`src/rtl/core/assert_macros.svh`:
```
// concurrent assertion helpers, sampled on the rising clock edge, off during reset
`ifndef ASSERT_MACROS_SVH
`define ASSERT_MACROS_SVH

// consequent must hold in the same cycle as the antecedent
`define ASSERT_SAME(label, clk, rst, ante, cons) \
   label: assert property (@(posedge clk) disable iff (rst) (ante) |-> (cons)) \
      else $error("assertion failed: same-cycle check");

// consequent must hold in the cycle after the antecedent
`define ASSERT_NEXT(label, clk, rst, ante, cons) \
   label: assert property (@(posedge clk) disable iff (rst) (ante) |=> (cons)) \
      else $error("assertion failed: next-cycle check");

`endif

```
`src/rtl/core/ssort_pkg.sv`:
```
package ssort_pkg;

   localparam int DEPTH     = 64;
   localparam int KEY_WIDTH = 32;
   localparam int ADDR_W    = (DEPTH > 1) ? $clog2(DEPTH) : 1;
   localparam int CNT_W     = $clog2(DEPTH + 1);
   localparam int TDATA_W   = 32;

endpackage

```
`src/rtl/core/shell_sort_halving_gaps.sv`:
```
// shell sort with halving gaps
// req channel: one key per request (req_tdata), req_tlast closes the set.
// loading accepts one request per cycle.
// keys after the first DEPTH of a set are dropped; every result of that set then
// carries rsp_tuser = 1 (overflow).
// after the closing request the set is sorted in place in a single-port-write,
// registered-read key memory: gaps n/2, n/4 .. 1, each a gapped insertion pass.
// each row of a pass reads its key, loads it while reading its neighbor, then
// compares and shifts once per larger neighbor, then places it in the gap left.
// rsp channel: sorted keys ascending, rsp_tlast on the final one. each result
// goes through memory read, output load and handshake, waiting while stalled.
// req_tready is high only while loading; a set occupies the block from its
// closing request until its last result is taken, so results of a set of n keys
// follow the closing request after the sort, each read after the previous is taken.
// a stalled receiver holds the output register and freezes the block.
// reset (synchronous, active high) empties the set and clears the overflow mark;
// memory contents are not cleared and need no clearing pass.
module shell_sort_halving_gaps (
   input  logic                           clock,
   input  logic                           reset,
   input  logic                           req_tvalid,
   output logic                           req_tready,
   input  logic [ssort_pkg::TDATA_W-1:0]  req_tdata,   // [31:0] key
   input  logic                           req_tlast,   // last_in
   output logic                           rsp_tvalid,
   input  logic                           rsp_tready,
   output logic [ssort_pkg::TDATA_W-1:0]  rsp_tdata,   // [31:0] sorted_key
   output logic                           rsp_tlast,   // last_out
   output logic                           rsp_tuser    // [0] overflow
);
   import ssort_pkg::*;

   typedef enum logic [2:0] {
      S_LOAD,
      S_ROW_RD,
      S_ROW_LD,
      S_CMP,
      S_PLACE,
      S_EMIT_RD,
      S_EMIT_LD,
      S_EMIT_WAIT
   } state_type;

   state_type state_ff, state_in;

   logic [CNT_W-1:0]     count_ff, count_in;
   logic                 dropped_ff, dropped_in;
   logic [CNT_W-1:0]     gap_ff, gap_in;
   logic [CNT_W-1:0]     i_ff, i_in;
   logic [CNT_W-1:0]     pos_ff, pos_in;
   logic [CNT_W-1:0]     k_ff, k_in;
   logic [KEY_WIDTH-1:0] cur_ff, cur_in;
   logic                 rsp_valid_ff, rsp_valid_in;
   logic [TDATA_W-1:0]   rsp_data_ff, rsp_data_in;
   logic                 rsp_last_ff, rsp_last_in;
   logic                 rsp_user_ff, rsp_user_in;

   // key memory
   logic [KEY_WIDTH-1:0] key_mem [DEPTH];
   logic [KEY_WIDTH-1:0] rdata_ff;
   logic                 mem_we;
   logic [ADDR_W-1:0]    mem_waddr;
   logic [KEY_WIDTH-1:0] mem_wdata;
   logic [ADDR_W-1:0]    mem_raddr;

   logic [CNT_W-1:0]     i_next, gap_half, pos_dn, k_next, n_new;
   logic                 room, row_end;

   assign req_tready = (state_ff == S_LOAD);
   assign rsp_tvalid = rsp_valid_ff;
   assign rsp_tdata  = rsp_data_ff;
   assign rsp_tlast  = rsp_last_ff;
   assign rsp_tuser  = rsp_user_ff;

   assign i_next   = i_ff + 1'b1;
   assign k_next   = k_ff + 1'b1;
   assign gap_half = gap_ff >> 1;
   assign pos_dn   = pos_ff - gap_ff;
   assign room     = (count_ff < CNT_W'(DEPTH));
   assign n_new    = room ? (count_ff + 1'b1) : count_ff;

   always_comb begin
      state_in     = state_ff;
      count_in     = count_ff;
      dropped_in   = dropped_ff;
      gap_in       = gap_ff;
      i_in         = i_ff;
      pos_in       = pos_ff;
      k_in         = k_ff;
      cur_in       = cur_ff;
      rsp_valid_in = rsp_valid_ff;
      rsp_data_in  = rsp_data_ff;
      rsp_last_in  = rsp_last_ff;
      rsp_user_in  = rsp_user_ff;
      mem_we       = 1'b0;
      mem_waddr    = count_ff[ADDR_W-1:0];
      mem_wdata    = KEY_WIDTH'(req_tdata);
      mem_raddr    = i_ff[ADDR_W-1:0];
      row_end      = 1'b0;

      unique case (state_ff)
         S_LOAD: begin
            if (req_tvalid) begin
               if (room) begin
                  mem_we   = 1'b1;
                  count_in = n_new;
               end else begin
                  dropped_in = 1'b1;
               end
               if (req_tlast) begin
                  gap_in = n_new >> 1;
                  i_in   = n_new >> 1;
                  k_in   = '0;
                  state_in = ((n_new >> 1) == '0) ? S_EMIT_RD : S_ROW_RD;
               end
            end
         end
         S_ROW_RD: begin
            mem_raddr = i_ff[ADDR_W-1:0];
            state_in  = S_ROW_LD;
         end
         S_ROW_LD: begin
            // i >= gap always holds, so the first neighbor exists
            cur_in    = rdata_ff;
            pos_in    = i_ff;
            mem_raddr = ADDR_W'(i_ff - gap_ff);
            state_in  = S_CMP;
         end
         S_CMP: begin
            mem_waddr = pos_ff[ADDR_W-1:0];
            mem_we    = 1'b1;
            if (rdata_ff > cur_ff) begin
               mem_wdata = rdata_ff;
               pos_in    = pos_dn;
               if (pos_dn >= gap_ff) begin
                  mem_raddr = ADDR_W'(pos_dn - gap_ff);
               end else begin
                  state_in = S_PLACE;
               end
            end else begin
               mem_wdata = cur_ff;
               row_end   = 1'b1;
            end
         end
         S_PLACE: begin
            mem_we    = 1'b1;
            mem_waddr = pos_ff[ADDR_W-1:0];
            mem_wdata = cur_ff;
            row_end   = 1'b1;
         end
         S_EMIT_RD: begin
            mem_raddr = k_ff[ADDR_W-1:0];
            state_in  = S_EMIT_LD;
         end
         S_EMIT_LD: begin
            rsp_valid_in = 1'b1;
            rsp_data_in  = TDATA_W'(rdata_ff);
            rsp_last_in  = (k_next == count_ff);
            rsp_user_in  = dropped_ff;
            state_in     = S_EMIT_WAIT;
         end
         S_EMIT_WAIT: begin
            if (rsp_tready) begin
               rsp_valid_in = 1'b0;
               if (rsp_last_ff) begin
                  count_in   = '0;
                  dropped_in = 1'b0;
                  state_in   = S_LOAD;
               end else begin
                  k_in     = k_next;
                  state_in = S_EMIT_RD;
               end
            end
         end
         default: state_in = S_LOAD;
      endcase

      // next row of this pass, next pass, or start emitting
      if (row_end) begin
         if (i_next < count_ff) begin
            i_in     = i_next;
            state_in = S_ROW_RD;
         end else if (gap_half != '0) begin
            gap_in   = gap_half;
            i_in     = gap_half;
            state_in = S_ROW_RD;
         end else begin
            k_in     = '0;
            state_in = S_EMIT_RD;
         end
      end
   end

   always_ff @(posedge clock) begin
      if (reset) begin
         state_ff     <= S_LOAD;
         count_ff     <= '0;
         dropped_ff   <= 1'b0;
         rsp_valid_ff <= 1'b0;
      end else begin
         state_ff     <= state_in;
         count_ff     <= count_in;
         dropped_ff   <= dropped_in;
         rsp_valid_ff <= rsp_valid_in;
      end
   end

   always_ff @(posedge clock) begin
      gap_ff      <= gap_in;
      i_ff        <= i_in;
      pos_ff      <= pos_in;
      k_ff        <= k_in;
      cur_ff      <= cur_in;
      rsp_data_ff <= rsp_data_in;
      rsp_last_ff <= rsp_last_in;
      rsp_user_ff <= rsp_user_in;
   end

   always_ff @(posedge clock) begin
      if (mem_we) begin
         key_mem[mem_waddr] <= mem_wdata;
      end
      rdata_ff <= key_mem[mem_raddr];
   end

`include "assert_macros.svh"

   `ASSERT_SAME(a_count_range, clock, reset, 1'b1, count_ff <= CNT_W'(DEPTH))
   `ASSERT_SAME(a_rsp_only_emit, clock, reset, rsp_valid_ff, state_ff == S_EMIT_WAIT)
   `ASSERT_SAME(a_cmp_in_range, clock, reset, state_ff == S_CMP,
                (pos_ff >= gap_ff) && (pos_ff < count_ff))
   `ASSERT_NEXT(a_set_cleared, clock, reset, rsp_tvalid && rsp_tready && rsp_tlast,
                (count_ff == '0) && !dropped_ff && (state_ff == S_LOAD))

endmodule

```
`config.mk`:
```
export PLATFORM = sky130hd
export DESIGN_NAME = shell_sort_halving_gaps
export DESIGN_NICKNAME = d
export VERILOG_FILES = /design/src/rtl/core/ssort_pkg.sv /design/src/rtl/core/shell_sort_halving_gaps.sv
export VERILOG_INCLUDE_DIRS = /design/src /design/src/rtl/core
export SDC_FILE = /design/constraint.sdc
export NUM_CORES = 2
export LEC_CHECK = 0
export BUFFER_PORTS_ARGS = -buffer_cell sky130_fd_sc_hd__buf_2
export CORE_UTILIZATION = 50
export CTS_CLUSTER_SIZE = 8
export DETAILED_ROUTE_END_ITERATION = 10
export PLACE_DENSITY = 0.71
export SETUP_SLACK_MARGIN = 0.02
export SLEW_MARGIN = 10
export SYNTH_ARGS = -nofsm -noshare
export SYNTH_HDL_FRONTEND = slang
export SYNTH_SLANG_ARGS = --single-unit
```
`constraint.sdc`:
```
create_clock -name clock -period 5.91 [get_ports clock]
set_input_delay 0 -clock clock [delete_from_list [all_inputs] [get_ports clock]]
set_output_delay 0 -clock clock [all_outputs]
set_load 0.01 [all_outputs]
```
======== Word-level counts from Yosys, hierarchy flattened ========
Memory sizes are Yosys's and may differ from the RTL's. A register that Yosys moved wholly into a read port is not among the register bits.
Index checks and enable logic that the tools add are counted.
storage, ports and cells
  bits in registers ....................... 106
  memory bits (writable) .................. 2,048
  input bits .............................. 37
  output and inout bits ................... 36
  word-level logic and storage cells ...... 114
  memories ................................ 1
cells by class
  $add $sub $neg .......................... 6
  magnitude comparators ................... 4
  equality and inequality tests ........... 19
  multiplexer cells ....................... 59
  reduce and logical (&&, ||, !) cells .... 13
memories
  memory   words  width  read ports  clocked after memory_dff  write ports  RTL line                       RTL
  key_mem  64     32     1           1                         1            shell_sort_halving_gaps.sv:59  logic [KEY_WIDTH-1:0] key_mem [DEPTH];
operator list
  operator               number
  $mux W7                25
  $pmux W32 S2           1
  $pmux W7 S2            3
  $gt A32 B32 Y1         1
  $mux W32               1
  $mux W3                10
  $add A7 B1 Y7 const B  3
  $pmux W3 S7            1
  $mux W6                3
  $pmux W6 S3            1
  $eq A3 B3 Y1 const B   4
  $sub A6 B6 Y6          2
  $mux W1                10
  $ne A2 B2 Y1 const B   5
  $reduce_and A5 Y1      2
  $ne A3 B3 Y1 const B   3
  $pmux W1 S2            4
  $reduce_bool A8 Y1     1
  $eq A7 B7 Y1           1
  $ge A7 B7 Y1           1
  $logic_not A7 Y1       1
  $lt A7 B7 Y1           1
  $lt A7 B7 Y1 const B   1
  $reduce_bool A7 Y1     1
  other kinds (11)       15

======== Longest topological paths before layout ========
  depth after elaboration ................. 8
  mapped depth ............................ 26
  gate-level depth less buffers ........... 21

======== Worst setup path after synthesis ========
OpenSTA, ideal clock, no wires.
  path kind ............................... register -> register
  from .................................... register pos_ff[0]
  to ...................................... register rdata_ff[10] (read register of key_mem)
  library setup time ...................... 0.137 ns
  arrival time ............................ 4.684 ns
  required time ........................... 5.773 ns
  setup slack ............................. 1.090 ns
  stages on the path, launching flop included .. 23
  path buffers ............................ 4
  period minus slack after synthesis ...... 4.820 ns
  cell sequence ........................... edfxtp_1 > inv_1 > ha_1 > inv_1 > fa_1 > a21o_1 > a21oi_1 > o21bai_1 > a21oi_1 > xnor2_1 > ha_1 > a21boi_0 > a211o_1 > nand3_2 > o22a_2 > buf_6 > o21ai_2 > buf_2 > buf_2 > clkbuf_1 > mux4_2 > a2111oi_0 > nand4_1
between the ends
  cells in the longest elaborated chain, start to end .. 5
  elaborated cells between the ends (all ways) .. 6
  classes of those cells .................. add/sub: 2; order compare: 1; mux: 3
RTL lines
  what                                                  RTL line                                                        RTL
  start: declaration                                    shell_sort_halving_gaps.sv:50                                   logic [CNT_W-1:0] pos_ff, pos_in;
  start signal: assignment                              shell_sort_halving_gaps.sv:211                                  pos_ff <= pos_in;
  $sub A7 B7 Y7 (*)                                     shell_sort_halving_gaps.sv:78                                   assign pos_dn = pos_ff - gap_ff;
  $sub A6 B6 Y6 / $ge A7 B7 Y1 (equally long branches)  shell_sort_halving_gaps.sv:136, shell_sort_halving_gaps.sv:135
  $mux W6 (*)                                           shell_sort_halving_gaps.sv:135                                  if (pos_dn >= gap_ff) begin
  $mux W6 (*)                                           shell_sort_halving_gaps.sv:132                                  if (rdata_ff > cur_ff) begin
  $pmux W6 S3 (*)                                       shell_sort_halving_gaps.sv:101                                  unique case (state_ff)
  end: declaration                                      shell_sort_halving_gaps.sv:60                                   logic [KEY_WIDTH-1:0] rdata_ff;
Every way passes the cells marked *; elsewhere a longest branch is shown, timed or not.
A chain may end at the register's enable or synchronous reset.

======== Worst setup path after layout ========
  from .................................... register pos_ff[0]
  to ...................................... register rdata_ff[30] (read register of key_mem)
The elaborated chain is that of the path after synthesis.

==> flow_summary.toml <==
[final_layout]
final_core_util_pct = 59.77
layout.filler_cells = 12590
footprint_of_the_multi_input_gates_sq_mm = 0.02183
synthToLayoutAreaGrowth_pct = 18.13
layout.area.seq_sq_mm = 0.06499
post-route-cell-area_sq_mm = 0.1044
num-nets-final = 6675
post_route_cells_drive_above_1_share_pct = 16.89

[worst_setup_path]
timing.critical_path.to_type = "flip-flop"
critical_path_required_ps = 6620
critPathMaxFanout = 52
startpoint_to_endpoint_class_of_the_critical_path = "reg -> reg"
critical-path-max-stage-delay_ps = 600
reg2reg_slack_ps = 100
worst_path_most_repeated_cell = "sky130_fd_sc_hd__buf_12"
timing.critical_path.from_type = "flip-flop"
critical_path.top_delay_family = "compound AO/OA/AOI/OAI gates"
crit_path_cell_trace = "inv_1 > ha_1 > inv_1 > fa_1 > a21o_1 > a21oi_2 > o21bai_1 > a21oi_2 > xnor2_2 > ha_1 > and4_1 > a211o_1 > nand3_2 > o22a_2 > buf_12 > o21ai_4 > buf_12 > buf_12 > buf_12 > a21oi_1 > a221oi_1 > nor2_1 > o211ai_1 > or4_1"
worst_ep_arrival_time_ps = 6510
cp_num_buf_inv = 6
critical_path_top_delay_cell = "sky130_fd_sc_hd__or4_1"

[global_route]
grt_usage_pct = 28.71
wire_length_of_the_first_global_routing_pass_microns = 373100
first_global_vias = 55270
grt_antenna_before_repair = 18
grt_max_degree = 177
grt_overflow = 0

[place]
detailed_place.area_sq_mm = 0.09500
placement_setup_slack_ps = -151.2
detailed_placement_hpwl_microns = 152900
globalplace.congestion = 0.9130
port_buffers = 72

[timing]
fmax_achieved_mhz = 172.2
holdWs_ps = 48.21
tightest_pin_transition_ps = 1228
final.min_clock_period_ps = 5807
timing.final.crit_share_pct = 98.26
slew_headroom_pct = 17.94
slew_viol_final = 0
postLayoutSetupSlackWorst_ps = 102.7
final_hold_viol_count = 0
setup-violations-final = 0
timing.clock.skew_ps = 63.74

[cts]
clock_sink_count = 2186
ctsHtreeMaxLevel = 5
cts-root-to-sink-buffers = 4
clock_tree_from_tritoncts = "built"
tritoncts.num_buffers = 323
clk_pin_slew_worst_paths_ps = 50
insertion_delay_ps = 910
cts_root_buf = "sky130_fd_sc_hd__clkbuf_16"

[yosys]
synth.cell_area_sq_mm = 0.08834
netlist-cell-type-count = 78
synthesis.yosys.warnings = 0
mapped_avg_cell_area_sq_um = 14.53
postSynth.topFlopCell = "sky130_fd_sc_hd__edfxtp_1"
synthTopCellsByArea = "sky130_fd_sc_hd__edfxtp_1 72%, sky130_fd_sc_hd__nand2_1 4.9%, sky130_fd_sc_hd__mux2i_1 3.9%"
yosysMostFrequentCell = "sky130_fd_sc_hd__edfxtp_1"
synth_top_cells_by_count = "2121 x sky130_fd_sc_hd__edfxtp_1, 1149 x sky130_fd_sc_hd__nand2_1, 498 x sky130_fd_sc_hd__nand3_1"
synthArstFlopShare_pct = 0
synth.top_cell.area_share_pct = 72.10
dominant_cell_type_by_area_after_synthesis = "sky130_fd_sc_hd__edfxtp_1"
synth_edf_count = 2121
cell_count_after_synthesis = 6080
synth.net_count = 6184
synth_seq_cells = 2186
seq_area_frac_synth_pct = 73.57

[route]
drtIter0Drc = 8131
route.detailed.drc = 0
routed_wl_microns = 259700
routed_via_density = 6.292
route.antenna.remaining_nets = 0
drt-wirelength-per-cell_microns = 28.83
route.vias.total = 56670
drt_first_pass_iters = 7

[outcome]
outcome = "complete, no violations"

[floorplanning]
core_area_sq_mm = 0.1746
num_rows = 153
start_util_pct = 50.60
floorplan.die.width_microns = 422.3
die_area_sq_mm = 0.1784
top_level_ports = 73
die_y_microns = 422.3

[job]
maxCapViolCount = 0

[min_path]
worstHoldPathType = "in -> reg"
==> registers in the layout, summed over array words and instances (netlist names), 3 cells and up <==
register and cells:
key_mem 2048, cur_ff 32, rdata_ff 32, rsp_tdata 32
count_ff 7, gap_ff 7, i_ff 7, k_ff 7
pos_ff 7, state_ff 3
==> layout make-up <==
class | instances | area share, %
clock buffer | 423 | 8.268
sequential | 2186 | 62.28
clock inverter | 8 | 0.09711
antenna | 4 | 0.009592
inverter | 153 | 0.5503
tap | 2325 | 2.788
timing repair buffer | 549 | 5.091
multi-input combinational | 3358 | 20.92
==> placed cells by master (no fill, tap or decap), drive strengths merged, types with 6 or more instances in the layout <==
master	instances
a32o	31
o211ai	129
inv	155
ha	64
dlygate4sd3	36
a32oi	35
mux4	65
mux2	65
a21o	8
nor3	12
o22ai	38
o31ai	6
and4	33
and3	49
dfxtp	65
nand2b	11
o2111ai	31
xnor2	22
edfxtp	2121
nor2	143
buf	511
and2	10
a21oi	219
nand3	499
xor2	10
a222oi	32
mux2i	346
nand2	1149
nand4	57
a211o	32
clkbuf	424
a2111oi	62
nor2b	8
a21boi	6
a22oi	42
o21ai	82
a221oi	6
==> worst paths after layout <==
path	cells after the start	endpoint	from
worst max-delay path	24	rdata_ff[30]	pos_ff[0]
worst min-delay path	4	key_mem[37][3]	req_tdata[3]
worst max register to register	24	rdata_ff[30]	pos_ff[0]
worst min register to register	0	rsp_tuser	dropped_ff
==> per-stage QoR <==
stage,cells,setup TNS (ps)
floorplan,6080,0
global placement,8527,-1016
detailed placement,8527,-541.2
CTS,8998,0
global route,9003,-230.4
finish,9006,0
==> worst reg2reg max path, delay by kind of cell, from the launching register on <==
kind	cells	cell delay, ps
AOI/OAI and AO/OA	10	1900
adders and majority gates	3	780
DFF	1	400
xor gates and xnor gates	1	140
and+or+nand+nor	4	1180
buffers and inverters	6	1210
==> cells by family after synthesis <==
group                      Yosys count  synth area share, %
muxes                              475                6.420
buffers and inverters              537                2.562
DFF                               2186                73.57
AOI/OAI and AO/OA                  789                6.272
and+or+nand+nor                   1994                9.883
xor gates and xnor gates            32               0.3173
adders and majority gates           67               0.9745
==> per-layer routing <==
metal / global-route usage, % / vias up / routed length (microns)
li1: - / 24030 / -
met1: 37.13 / 28070 / 91950
met2: 44.62 / 3804 / 120600
met3: 6.195 / 755 / 30250
met4: 17.31 / 2 / 16830
met5: 0 / - / 20
==> what timing repair did <==
| action | in CTS | in global routing |
|---|---|---|
| endpoints found under the setup margin | 11 | 32 |
| gates cloned | 2 | 1 |
| endpoints found under the hold margin | 1053 | 0 |
| gates resized for setup | 14 | 29 |
| pin swaps | 1 | 4 |
| setup buffers | 3 | 3 |
| hold buffers | 36 | 0 |
Power is not shown: default switching activity piles up to over one toggle a cycle in this logic, so the estimate is an artifact.
